--- src/mfvr_pkg.sv ---
package mfvr_pkg;

    localparam int DATA_W    = 32;
    localparam int FRAC_BITS = 16;
    localparam int DIFF_W    = DATA_W + 1;
    localparam int HL_W      = DATA_W + 3;
    localparam int MAGV_W    = DATA_W + 1;
    localparam int PROD_W    = MAGV_W + HL_W;
    localparam int DIV_W     = DATA_W + 2;
    localparam int Q_W       = DATA_W + 1;
    localparam int TERM_W    = DATA_W + 3;
    localparam int SPLIT_W   = (HL_W + 1) / 2;
    localparam int PP_W      = MAGV_W + SPLIT_W;
    localparam int DIV_STEPS = Q_W;
    localparam int CNT_W     = $clog2(DIV_STEPS);

    localparam logic [Q_W-1:0] Q_CAP = {1'b1, {DATA_W{1'b0}}};
    localparam logic [CNT_W-1:0] CNT_LAST = CNT_W'(DIV_STEPS - 1);

    typedef logic signed [DATA_W-1:0] data_t;
    typedef logic signed [DIFF_W-1:0] diff_t;

    typedef enum logic [1:0] {
        FILL_EMPTY = 2'd0,
        FILL_ONE   = 2'd1,
        FILL_FULL  = 2'd2
    } fill_t;

    // controller -> datapath
    typedef struct packed {
        logic hist_en;
        logic cap_en;
        logic first;
        logic slope_en;
        logic mul_en;
        logic mul_hi;
        logic div_init;
        logic div_force;
        logic div_step;
        logic sign_en;
        logic load_out;
    } mfvr_cmd_t;

    // datapath -> controller
    typedef struct packed {
        logic hc_zero;
        logic div_over;
    } mfvr_sts_t;

    function automatic diff_t minmod(input diff_t a, input diff_t b);
        diff_t r;
        if (a >= 0 && b >= 0) begin
            r = (a < b) ? a : b;
        end else if (a <= 0 && b <= 0) begin
            r = (a > b) ? a : b;
        end else begin
            r = '0;
        end
        return r;
    endfunction

endpackage

--- src/mfvr_ctrl.sv ---
module mfvr_ctrl (
    input  logic              aclk,
    input  logic              aresetn,
    input  logic              s_valid,
    input  logic              s_row_first,
    output logic              s_ready,
    input  logic              m_ready,
    output logic              m_valid,
    input  mfvr_pkg::mfvr_sts_t sts,
    output mfvr_pkg::mfvr_cmd_t cmd
);
    import mfvr_pkg::*;

    typedef enum logic [2:0] {
        ST_IDLE,
        ST_SLOPE,
        ST_MUL0,
        ST_MUL1,
        ST_DCHK,
        ST_DIV,
        ST_SGN,
        ST_OUT
    } state_t;

    state_t            state_reg, state_next;
    fill_t             fill_reg, fill_next;
    logic              first_pend_reg, first_pend_next;
    logic              out_valid_reg, out_valid_next;
    logic [CNT_W-1:0]  cnt_reg, cnt_next;
    logic              row_start;

    assign s_ready   = (state_reg == ST_IDLE);
    assign m_valid   = out_valid_reg;
    assign row_start = s_row_first || (fill_reg == FILL_EMPTY);

    always_comb begin
        state_next      = state_reg;
        fill_next       = fill_reg;
        first_pend_next = first_pend_reg;
        cnt_next        = cnt_reg;
        cmd             = '0;

        unique case (state_reg)
            ST_IDLE: begin
                if (s_valid) begin
                    cmd.hist_en = 1'b1;
                    if (row_start) begin
                        fill_next       = FILL_ONE;
                        first_pend_next = 1'b1;
                    end else if (fill_reg == FILL_ONE) begin
                        fill_next = FILL_FULL;
                    end else begin
                        cmd.cap_en      = 1'b1;
                        cmd.first       = first_pend_reg;
                        first_pend_next = 1'b0;
                        state_next      = ST_SLOPE;
                    end
                end
            end
            ST_SLOPE: begin
                cmd.slope_en = 1'b1;
                state_next   = ST_MUL0;
            end
            ST_MUL0: begin
                cmd.mul_en = 1'b1;
                state_next = ST_MUL1;
            end
            ST_MUL1: begin
                cmd.mul_en = 1'b1;
                cmd.mul_hi = 1'b1;
                state_next = ST_DCHK;
            end
            ST_DCHK: begin
                // zero depth or quotient past 33 bits: no divide needed
                if (sts.hc_zero || sts.div_over) begin
                    cmd.div_force = 1'b1;
                    state_next    = ST_SGN;
                end else begin
                    cmd.div_init = 1'b1;
                    cnt_next     = CNT_LAST;
                    state_next   = ST_DIV;
                end
            end
            ST_DIV: begin
                cmd.div_step = 1'b1;
                cnt_next     = cnt_reg - 1'b1;
                if (cnt_reg == '0) begin
                    state_next = ST_SGN;
                end
            end
            ST_SGN: begin
                cmd.sign_en = 1'b1;
                state_next  = ST_OUT;
            end
            ST_OUT: begin
                if (!out_valid_reg || m_ready) begin
                    cmd.load_out = 1'b1;
                    state_next   = ST_IDLE;
                end
            end
            default: begin
                state_next = ST_IDLE;
            end
        endcase

        if (cmd.load_out) begin
            out_valid_next = 1'b1;
        end else if (m_ready) begin
            out_valid_next = 1'b0;
        end else begin
            out_valid_next = out_valid_reg;
        end
    end

    always_ff @(posedge aclk) begin
        if (!aresetn) begin
            state_reg      <= ST_IDLE;
            fill_reg       <= FILL_EMPTY;
            first_pend_reg <= 1'b1;
            out_valid_reg  <= 1'b0;
            cnt_reg        <= '0;
        end else begin
            state_reg      <= state_next;
            fill_reg       <= fill_next;
            first_pend_reg <= first_pend_next;
            out_valid_reg  <= out_valid_next;
            cnt_reg        <= cnt_next;
        end
    end

endmodule

--- src/mfvr_dpath.sv ---
module mfvr_dpath (
    input  logic                           aclk,
    input  logic signed [mfvr_pkg::DATA_W-1:0] s_depth,
    input  logic signed [mfvr_pkg::DATA_W-1:0] s_velocity,
    input  mfvr_pkg::mfvr_cmd_t             cmd,
    output mfvr_pkg::mfvr_sts_t             sts,
    output logic signed [mfvr_pkg::DATA_W-1:0] m_face_velocity,
    output logic                           m_row_edge,
    output logic                           m_arith_error
);
    import mfvr_pkg::*;

    // sample history
    data_t dprev_reg, dprev2_reg, vprev_reg, vprev2_reg;

    // captured operands
    data_t hc_reg, vc_reg;
    diff_t dhb_reg, dhf_reg, dvb_reg, dvf_reg;
    logic  first_reg;

    // slope stage
    logic [MAGV_W-1:0] magv_reg;
    logic [HL_W-1:0]   magh_reg;
    logic [DIV_W-1:0]  dvs_reg;
    logic              neg_reg;
    logic              hczero_reg;

    // multiply / divide
    logic [PROD_W-1:0] prod_reg;
    logic [DIV_W-1:0]  rem_reg;
    logic [Q_W-1:0]    low_reg;
    logic [Q_W-1:0]    q_reg;
    logic              err_reg;
    logic signed [TERM_W-1:0] term_reg;

    logic signed [DATA_W-1:0] fv_reg;
    logic                     edge_reg;
    logic                     aerr_reg;

    diff_t                    mh, mv;
    logic signed [HL_W-1:0]   hc2, hl2;
    logic [DATA_W-1:0]        hc_mag;
    logic [SPLIT_W-1:0]       mul_b;
    logic [PP_W-1:0]          pp;
    logic [DIV_W:0]           rem_sh;
    logic [DIV_W:0]           rem_diff;
    logic [Q_W-1:0]           q_clamp;
    logic signed [TERM_W-1:0] term_mag;
    logic signed [TERM_W-1:0] sum;
    logic                     sat_hi, sat_lo;
    logic signed [TERM_W-1:0] max_ext, min_ext;

    always_comb begin
        mh     = minmod(dhb_reg, dhf_reg);
        mv     = minmod(dvb_reg, dvf_reg);
        hc2    = HL_W'(hc_reg) <<< 1;
        hl2    = first_reg ? (hc2 + HL_W'(mh)) : (hc2 - HL_W'(mh));
        hc_mag = hc_reg[DATA_W-1] ? DATA_W'(-hc_reg) : DATA_W'(hc_reg);
    end

    assign mul_b = cmd.mul_hi ? SPLIT_W'(magh_reg[HL_W-1:SPLIT_W])
                              : magh_reg[SPLIT_W-1:0];
    assign pp    = PP_W'(magv_reg) * PP_W'(mul_b);

    assign rem_sh   = {rem_reg, low_reg[Q_W-1]};
    assign rem_diff = rem_sh - {1'b0, dvs_reg};

    assign sts.hc_zero  = hczero_reg;
    assign sts.div_over = prod_reg[PROD_W-1:Q_W] >= {1'b0, dvs_reg};

    assign q_clamp  = (q_reg > Q_CAP) ? Q_CAP : q_reg;
    assign term_mag = $signed(TERM_W'(q_clamp));

    assign max_ext = TERM_W'({1'b0, {(DATA_W-1){1'b1}}});
    assign min_ext = -max_ext - TERM_W'(1);
    assign sum     = TERM_W'(vc_reg) + term_reg;
    assign sat_hi  = sum > max_ext;
    assign sat_lo  = sum < min_ext;

    always_ff @(posedge aclk) begin
        if (cmd.hist_en) begin
            dprev2_reg <= dprev_reg;
            vprev2_reg <= vprev_reg;
            dprev_reg  <= s_depth;
            vprev_reg  <= s_velocity;
        end
        if (cmd.cap_en) begin
            hc_reg    <= dprev_reg;
            vc_reg    <= vprev_reg;
            dhb_reg   <= DIFF_W'(dprev_reg) - DIFF_W'(dprev2_reg);
            dhf_reg   <= DIFF_W'(s_depth) - DIFF_W'(dprev_reg);
            dvb_reg   <= DIFF_W'(vprev_reg) - DIFF_W'(vprev2_reg);
            dvf_reg   <= DIFF_W'(s_velocity) - DIFF_W'(vprev_reg);
            first_reg <= cmd.first;
        end
        if (cmd.slope_en) begin
            magv_reg   <= mv[DIFF_W-1] ? MAGV_W'(-mv) : MAGV_W'(mv);
            magh_reg   <= hl2[HL_W-1] ? HL_W'(-hl2) : HL_W'(hl2);
            dvs_reg    <= {hc_mag, 2'b00};
            neg_reg    <= mv[DIFF_W-1] ^ hl2[HL_W-1] ^ hc_reg[DATA_W-1];
            hczero_reg <= (hc_reg == '0);
        end
        if (cmd.mul_en) begin
            if (cmd.mul_hi) begin
                prod_reg <= prod_reg + (PROD_W'(pp) << SPLIT_W);
            end else begin
                prod_reg <= PROD_W'(pp);
            end
        end
        if (cmd.div_force) begin
            q_reg   <= (prod_reg == '0) ? '0 : Q_CAP;
            err_reg <= hczero_reg;
        end else if (cmd.div_init) begin
            // high part is below the divisor here, so it fits DIV_W bits
            rem_reg <= prod_reg[PROD_W-2:Q_W];
            low_reg <= prod_reg[Q_W-1:0];
            q_reg   <= '0;
            err_reg <= 1'b0;
        end else if (cmd.div_step) begin
            if (!rem_diff[DIV_W]) begin
                rem_reg <= rem_diff[DIV_W-1:0];
            end else begin
                rem_reg <= rem_sh[DIV_W-1:0];
            end
            q_reg   <= {q_reg[Q_W-2:0], ~rem_diff[DIV_W]};
            low_reg <= {low_reg[Q_W-2:0], 1'b0};
        end
        if (cmd.sign_en) begin
            term_reg <= neg_reg ? -term_mag : term_mag;
        end
        if (cmd.load_out) begin
            if (sat_hi) begin
                fv_reg <= max_ext[DATA_W-1:0];
            end else if (sat_lo) begin
                fv_reg <= min_ext[DATA_W-1:0];
            end else begin
                fv_reg <= sum[DATA_W-1:0];
            end
            edge_reg <= first_reg;
            aerr_reg <= err_reg | sat_hi | sat_lo;
        end
    end

    assign m_face_velocity = fv_reg;
    assign m_row_edge      = edge_reg;
    assign m_arith_error   = aerr_reg;

endmodule

--- src/minmod_face_velocity_reconstruct.sv ---
// Minmod face-velocity reconstruction, one request at a time.
// Input channel s_*: depth and velocity (signed Q16.16) plus s_row_first,
// which starts a new row. The first two samples of a row only fill the
// history and give no result. Every later sample gives one result on m_*
// for the centre cell (the previous sample): m_face_velocity (Q16.16,
// saturated), m_row_edge (first result of the row) and m_arith_error.
// A sample that gives no result is taken by the idle state alone. A result
// sample passes slope, a two-pass 33x18 multiply, divisor check, a radix-2
// restoring divider, sign and output before m_valid rises. A zero centre
// depth or a quotient that overflows skips the divider. s_ready is high
// only between requests, so a new sample is taken only once the last
// request has been loaded into the output register.
// m_* comes from an output register: a new sample is accepted while a
// result waits, and when m_ready stays low the finished request waits in
// the last step until the register frees up.
// Reset (aresetn low, synchronous) clears the row history and the output
// valid, so the next sample starts a new row.
module minmod_face_velocity_reconstruct (
    input  logic                               aclk,
    input  logic                               aresetn,
    input  logic                               s_valid,
    output logic                               s_ready,
    input  logic signed [mfvr_pkg::DATA_W-1:0] s_depth,
    input  logic signed [mfvr_pkg::DATA_W-1:0] s_velocity,
    input  logic                               s_row_first,
    output logic                               m_valid,
    input  logic                               m_ready,
    output logic signed [mfvr_pkg::DATA_W-1:0] m_face_velocity,
    output logic                               m_row_edge,
    output logic                               m_arith_error
);
    import mfvr_pkg::*;

    mfvr_cmd_t cmd;
    mfvr_sts_t sts;

    mfvr_ctrl u_ctrl (
        .aclk        (aclk),
        .aresetn     (aresetn),
        .s_valid     (s_valid),
        .s_row_first (s_row_first),
        .s_ready     (s_ready),
        .m_ready     (m_ready),
        .m_valid     (m_valid),
        .sts         (sts),
        .cmd         (cmd)
    );

    mfvr_dpath u_dpath (
        .aclk            (aclk),
        .s_depth         (s_depth),
        .s_velocity      (s_velocity),
        .cmd             (cmd),
        .sts             (sts),
        .m_face_velocity (m_face_velocity),
        .m_row_edge      (m_row_edge),
        .m_arith_error   (m_arith_error)
    );

    a_load_free: assert property (@(posedge aclk) disable iff (!aresetn)
        cmd.load_out |-> (!m_valid || m_ready))
        else $error("output register overwritten while a result waits");

    a_idle_quiet: assert property (@(posedge aclk) disable iff (!aresetn)
        s_ready |-> !(cmd.mul_en || cmd.div_step || cmd.sign_en || cmd.load_out))
        else $error("datapath busy while taking requests");

    a_no_repeat: assert property (@(posedge aclk) disable iff (!aresetn)
        (m_valid && m_ready && !cmd.load_out) |=> !m_valid)
        else $error("result presented twice");

    a_valid_src: assert property (@(posedge aclk) disable iff (!aresetn)
        $rose(m_valid) |-> $past(cmd.load_out))
        else $error("result valid without a load");

endmodule
--- config.mk ---
export PLATFORM = sky130hd
export DESIGN_NAME = minmod_face_velocity_reconstruct
export DESIGN_NICKNAME = d
export VERILOG_FILES = /design/src/mfvr_pkg.sv /design/src/mfvr_ctrl.sv /design/src/mfvr_dpath.sv /design/src/minmod_face_velocity_reconstruct.sv
export SDC_FILE = /design/constraint.sdc
export NUM_CORES = 2
export LEC_CHECK = 0
export BUFFER_PORTS_ARGS = -buffer_cell sky130_fd_sc_hd__buf_2
export CORE_UTILIZATION = 64
export DETAILED_ROUTE_END_ITERATION = 7
export MAX_ROUTING_LAYER = met4
export PLACE_DENSITY = 0.81
export SLEW_MARGIN = 20
export SYNTH_ARGS = -nofsm -noshare
export SYNTH_HDL_FRONTEND = slang
export SYNTH_SLANG_ARGS = --single-unit
export TNS_END_PERCENT = 30
--- constraint.sdc ---
create_clock -name aclk -period 12.7 [get_ports aclk]
set_input_delay 0.635 -clock aclk [delete_from_list [all_inputs] [get_ports aclk]]
set_output_delay 0.635 -clock aclk [all_outputs]
set_load 0.01 [all_outputs]
== Word level (Yosys, flattened, before mapping) ==
Cells that the tools add are included.
Storage, ports and cells
  flip-flop bits (word level): 678
  word-level logic and storage cells: 172
  input bits: 69
Operators by class
  order comparisons: 16
  $mul: 1
  bitwise operators: 8
  add/sub/neg operators: 14
  equal/unequal tests: 15
  multiplexer cells: 57
  reduce and logical (&&, ||, !) cells: 26
Operators with widths (number)
  $mux W33: 16
  $mux W34: 4
  $ge A33 B1 Y1 const B: 4
  $le A33 B1 Y1 const B: 4
  $sub A32 B32 Y33: 4
  $add A68 B68 Y68: 1
  $logic_not A68 Y1: 1
  $gt A33 B33 Y1: 2
  $lt A33 B33 Y1: 2
  $mux W32: 2
  $mul A33 B18 Y51: 1
  $mux W51: 1
  $add A32 B35 Y35: 1
  $ge A35 B34 Y1: 1
  $gt A35 B32 Y1 const B: 1
  $lt A35 B32 Y1 const B: 1
  $mux W35: 1
  $neg A33 Y35: 1
  $neg A35 Y35: 1
  $sub A35 B34 Y35: 1
  $add A33 B33 Y34: 1
  $sub A33 B33 Y34: 1
  $gt A33 B33 Y1 const B: 1
  $neg A33 Y33: 1
  33 further kinds: 83

== Depth between registers and ports, before layout ==
  depth in word-level cells: 8
  depth in mapped cells: 48
  depth with buffers taken out: 45

== Modules after synthesis ==
Synthesis repeated with hierarchy kept, for this count alone.
Unflattened totals
  cells, all modules: 6577
  area, all modules: 63487.1 um2
By module, submodules not included
  mfvr_dpath: sequential area each 19969.2 um2, cells an instance 6485, area each 62717.7 um2, instances 1
  mfvr_ctrl: sequential area each 260.2 um2, cells an instance 92, area each 769.5 um2, instances 1

== Worst setup path before layout ==
Ideal clock, no wire load.
  path kind: reg2reg
  from: register u_ctrl.state_reg[2]
  to: register u_ctrl.first_pend_reg
  library setup time: 0.492 ns
  period minus slack after synthesis: 10.490 ns
  arrival: 9.998 ns
  path buffers: 1
  path slack: 2.210 ns
  data required time: 12.208 ns
  cell stages (with the launch flop): 6
  path through: dfxtp_1 -> clkbuf_1 -> nor3_1 -> nand2_1 -> nor2_1 -> o21ai_0
On the way
  cells in the longest elaborated chain, start to end: 2
Ends and longest elaborated chain
  start, declared: RTL line mfvr_ctrl.sv:25  | state_t state_reg, state_next;
  start signal, assigned: RTL line mfvr_ctrl.sv:123  | state_reg <= state_next;
  $logic_not A3 Y1
  named net s_ready: RTL line minmod_face_velocity_reconstruct.sv:22  | output logic s_ready,
  $reduce_and A3 Y1 (no source line)
  end signal, assigned: RTL line mfvr_ctrl.sv:125  | first_pend_reg <= first_pend_next;
  end, declared: RTL line mfvr_ctrl.sv:27  | logic first_pend_reg, first_pend_next;
The timed path passes the listed nets, and every way through them passes these cells.
A chain may end at the register's enable or synchronous reset.

== Worst setup path in the final report ==
  from: register u_ctrl.state_reg[1]
  to: register u_dpath.prod_reg[66], data pin
On the way
  cells in the longest elaborated chain, start to end: 5
Ends and longest elaborated chain
  $eq A3 B2 Y1 *: RTL line mfvr_ctrl.sv:43  | unique case (state_reg)
  $mux W1 *: RTL line mfvr_ctrl.sv:43
  $mux W18: RTL line mfvr_dpath.sv:61  | assign mul_b = cmd.mul_hi ? SPLIT_W'(magh_reg[HL_W-1:SPLIT_W])
  $mul A33 B18 Y51: RTL line mfvr_dpath.sv:63  | assign pp = PP_W'(magv_reg) * PP_W'(mul_b);
  $add A68 B68 Y68: RTL line mfvr_dpath.sv:105  | prod_reg <= prod_reg + (PROD_W'(pp) << SPLIT_W);
  end signal, assigned: RTL line mfvr_dpath.sv:105
  end signal, assigned: RTL line mfvr_dpath.sv:107  | prod_reg <= PROD_W'(pp);
  end, declared: RTL line mfvr_dpath.sv:29  | logic [PROD_W-1:0] prod_reg;
Mark *: on every way between the ends. The rest lies on a longest branch, timed or not.

==> results.rst <==
.. list-table::
   :header-rows: 1

   * - Metric
     - Value
   * - Die Wd
     - 316.4 um
   * - Unrepaired setup endpoints after global routing
     - no
   * - Synth warn
     - 0
   * - Total wire length
     - 162.7 mm
   * - Number of buffers inserted by hold repair at cts
     - 0
   * - Number of flip-flops under the largest register name
     - 68
   * - Hold Path Origin
     - s_depth[15]
   * - Worst slew pin tran
     - 1.178 ns
   * - Status
     - completed
   * - Core Area
     - 97280 um^2
   * - Number of nets in the layout
     - 7722
   * - Mapped Nets
     - 7696
   * - Startpoint kind of the worst setup timing path
     - register
   * - Cells taking the most area after synthesis
     - sky130_fd_sc_hd__edfxtp_1, sky130_fd_sc_hd__fa_1, sky130_fd_sc_hd__ha_1, sky130_fd_sc_hd__inv_1, sky130_fd_sc_hd__nand2_1
   * - Aggregate negative setup slack
     - 0 ns
   * - Share of layout cells above drive strength 1
     - 0.05867
   * - Antenna violations before repair
     - 2
   * - Final period utilization
     - 0.8989
   * - Worst setup margin
     - 1.283 ns
   * - Number of distinct library cells after synthesis
     - 99
   * - Slowest cell delay on critical path
     - 0.82 ns
   * - Global-route total usage across every layer
     - 0.3398
   * - Post_cts resized
     - 0
   * - Cell total after placement
     - 7804
   * - Cell depth of the worst min-delay path
     - 1
   * - Most common cell in the netlist
     - sky130_fd_sc_hd__inv_1
   * - DP Area
     - 65120 um^2
   * - Most frequent cells after synthesis
     - sky130_fd_sc_hd__inv_1, sky130_fd_sc_hd__nand2_1, sky130_fd_sc_hd__edfxtp_1
   * - Worst Path Class, Setup
     - register to register
   * - Area of the mapped netlist
     - 63270 um^2
   * - Buffers inserted during post-CTS setup optimization
     - 0
   * - Boundary Pins
     - 105
   * - Sequential cell area in the final layout
     - 20230 um^2
   * - Clock-pin slew on the worst setup and hold paths
     - 0.06 ns
   * - Total of flip-flops plus latches after synthesis
     - 678
   * - Overall die height
     - 316.4 um
   * - Kind of path behind the tightest hold check
     - input pin to register
   * - CP most frequent cell
     - sky130_fd_sc_hd__inv_1
   * - CP startpoint
     - u_ctrl.state_reg[1]
   * - Post-synth EDFFs
     - 665
   * - Initial standard-cell utilization of the core
     - 0.6504
   * - FFs w/ async S/R, synth
     - 0
   * - Power per cell area
     - 156.3 nW/um^2
   * - Fraction of post-synthesis cell area in the top cell type by area
     - 0.3156
   * - # DRC
     - 0
   * - Antenna-violating nets left
     - 0
   * - Top fanout value on the critical path
     - 21
   * - Maximum Capacitance Violations
     - 0
   * - Max Clk Rate
     - 87.59 MHz
   * - Non-filler instance count after layout
     - 7942
   * - Wire length per cell
     - 20.48 um
   * - Total CTS buffers
     - 75
   * - FP Rows
     - 114
   * - First-pass iteration count of the detailed router
     - 6
   * - Crit path arrival time
     - 11.79 ns
   * - Clock latency on the worst-skew pair
     - 0.67 ns
   * - Buf+Inv Stages, Crit Path
     - 7
   * - Synthesis-to-layout area growth
     - 6.916%
   * - Mean cell area of the mapped netlist
     - 9.614 um^2
   * - Area enclosed by the die boundary
     - 100100 um^2
   * - Clock tree sinks
     - 678
   * - Register-to-register path setup slack
     - 1.28 ns
   * - Number of failing setup endpoints in the final timing report
     - 0
   * - Max H-tree Level
     - 3
   * - Pin count of the biggest net entering global routing
     - 90
   * - Synthesized netlist cell count
     - 6581
   * - Hold Path End
     - u_dpath.dprev_reg[15]
   * - Static Leak
     - 0.03002 uW
   * - Top flip-flop cell by instance count after synthesis
     - sky130_fd_sc_hd__edfxtp_1
   * - Worst setup timing slack at the placement stage
     - 1.132 ns
   * - Global placement routability congestion
     - 1.000
   * - Summed area of non-filler cells in the final layout
     - 67640 um^2
   * - Reg2reg end
     - u_dpath.prod_reg[66]
   * - Minimum period implied by the final worst setup slack
     - 11.42 ns
   * - Wire length of the first global-routing pass
     - 258.4 mm
   * - Maximum vdd drop
     - 0.3023 mV
   * - Worst-case clock skew
     - 0.02010 ns
   * - Via count of the first global-routing pass
     - 48440
   * - GR Overflow Total
     - 0
   * - Clock tree from TritonCTS
     - yes
   * - Detailed Place HPWL
     - 125.3 mm
   * - Req. time, crit path
     - 13.08 ns
   * - Quantity of I/O buffers inserted on ports
     - 104
   * - Family of cells with the greatest summed delay on the critical path
     - compound AO/OA/AOI/OAI gates
   * - Share of synthesized area occupied by flip-flops and latches
     - 0.3197
   * - Post-detailed-route via-to-cell ratio
     - 6.101
   * - Slowest cell on the critical path
     - sky130_fd_sc_hd__nand2_1
   * - Hold Violations, Final
     - 0
   * - Multi-input gate area in the final layout
     - 38570 um^2
   * - Total power consumption of the routed design
     - 10570 uW
   * - Reg-to-reg critical path startpoint
     - u_ctrl.state_reg[1]
   * - Largest area contributor in the synthesized netlist
     - sky130_fd_sc_hd__edfxtp_1
   * - Library cell used as clock root buffer
     - sky130_fd_sc_hd__clkbuf_16
   * - Cells on worst reg2reg path
     - 43
   * - Element type at the critical path end
     - register
   * - Fill count
     - 7311
   * - Detailed router's first-iteration violation count
     - 4345
   * - Max-slew violations
     - 0
   * - Via Count
     - 48460
   * - Normalized max-slew margin
     - 0.2127
   * - Max clock buf depth
     - 3
## report_power, final
part / total (uW) / switching [uW] / leakage [uW] / internal (uW)
Clock: 2230 / 930 / 0.00121 / 1300
Sequential: 2670 / 40.9 / 0.00623 / 2630
Combinational: 5680 / 3470 / 0.0226 / 2210
## placed cells by master, fill, tap and decap left out, types with 35 or more instances in the layout
cell,count
sky130_fd_sc_hd__inv_1,996
sky130_fd_sc_hd__nand2_1,757
sky130_fd_sc_hd__edfxtp_1,665
sky130_fd_sc_hd__ha_1,541
sky130_fd_sc_hd__fa_1,505
sky130_fd_sc_hd__nor2_1,333
sky130_fd_sc_hd__a21oi_1,316
sky130_fd_sc_hd__xnor2_1,266
sky130_fd_sc_hd__o21ai_0,249
sky130_fd_sc_hd__and2_1,229
sky130_fd_sc_hd__nor3_1,142
sky130_fd_sc_hd__xor2_1,119
sky130_fd_sc_hd__a21o_1,118
sky130_fd_sc_hd__buf_2,104
sky130_fd_sc_hd__nand3_1,99
sky130_fd_sc_hd__clkbuf_16,77
sky130_fd_sc_hd__and3_1,67
sky130_fd_sc_hd__nor4_1,64
sky130_fd_sc_hd__buf_4,61
sky130_fd_sc_hd__o21a_1,60
sky130_fd_sc_hd__nor2b_1,58
sky130_fd_sc_hd__a31oi_1,52
sky130_fd_sc_hd__o21bai_1,51
sky130_fd_sc_hd__or3_1,48
sky130_fd_sc_hd__mux2_2,45
sky130_fd_sc_hd__a211oi_1,42
sky130_fd_sc_hd__nand2b_1,40
sky130_fd_sc_hd__o31ai_1,38
sky130_fd_sc_hd__nand4_1,35
## how the worst max path moves through the flow
stage / to / slack (ns) / depth (start not counted)
2_1_floorplan: u_ctrl.first_pend_reg / 2.21 / 5
3_3_place_gp: u_dpath.prod_reg[66] / 1.43 / 37
3_5_place_dp: u_dpath.prod_reg[66] / 1.13 / 42
4_1_cts: u_dpath.prod_reg[66] / 1.09 / 42
5_1_grt: u_dpath.prod_reg[66] / 0.54 / 41
6_report: u_dpath.prod_reg[66] / 1.28 / 43
## final cells by class
| cell class | instances | share of cell area |
|---|---|---|
| Antenna cell | 2 | 0.00007399 |
| Clock buffer | 93 | 0.02982 |
| Clock inverter | 41 | 0.006566 |
| Inverter | 998 | 0.05545 |
| Multi-Input combinational cell | 4687 | 0.5703 |
| Sequential cell | 678 | 0.2991 |
| Tap cell | 1276 | 0.02360 |
| Timing Repair Buffer | 167 | 0.01517 |
## worst register-to-register path: cells and delay by family, from the launching register on
kind	cells	cell delay, ns
buf+inv	7	0.62
flops	1	0.61
compound gates	18	4.29
fa+ha+maj	8	3.23
simple gates	8	2.02
xor+xnor	2	0.39
## through the flow
| step | hold slack (ns) | util |
|---|---|---|
| floorplan | 0.4509 | - |
| global placement | 0.4651 | 0.6694 |
| detailed placement | 0.4962 | 0.6694 |
| CTS | 0.1323 | 0.6947 |
| global route | 0.1479 | 0.6954 |
| finish | 0.1662 | 0.6954 |
## layer usage
layer / share of wire / track usage / up-vias / wire length (um)
met1: 0.41 / 0.4401 / 23530 / 66640
met3: 0.079 / 0.05010 / 404 / 12840
met4: 0.047 / 0.1517 / 0 / 7696
met5: 0 / - / - / 0
met2: 0.46 / 0.5319 / 2096 / 75510
li1: - / - / 22430 / -
## kinds of logic (layout without fill, tap and decap cells)
| logic type | after synthesis | count (layout) | share of synthesized area |
|---|---|---|---|
| xor+xnor | 387 | 387 | 0.05357 |
| buf+inv | 1216 | 1299 | 0.07234 |
| mux | 78 | 78 | 0.01343 |
| compound gates | 1210 | 1210 | 0.1248 |
| simple gates | 1965 | 1965 | 0.1492 |
| flops | 678 | 678 | 0.3197 |
| fa+ha+maj | 1046 | 1046 | 0.2668 |
| other cells | 1 | 3 | 0.00005927 |
(Power assumes the default switching activity.)
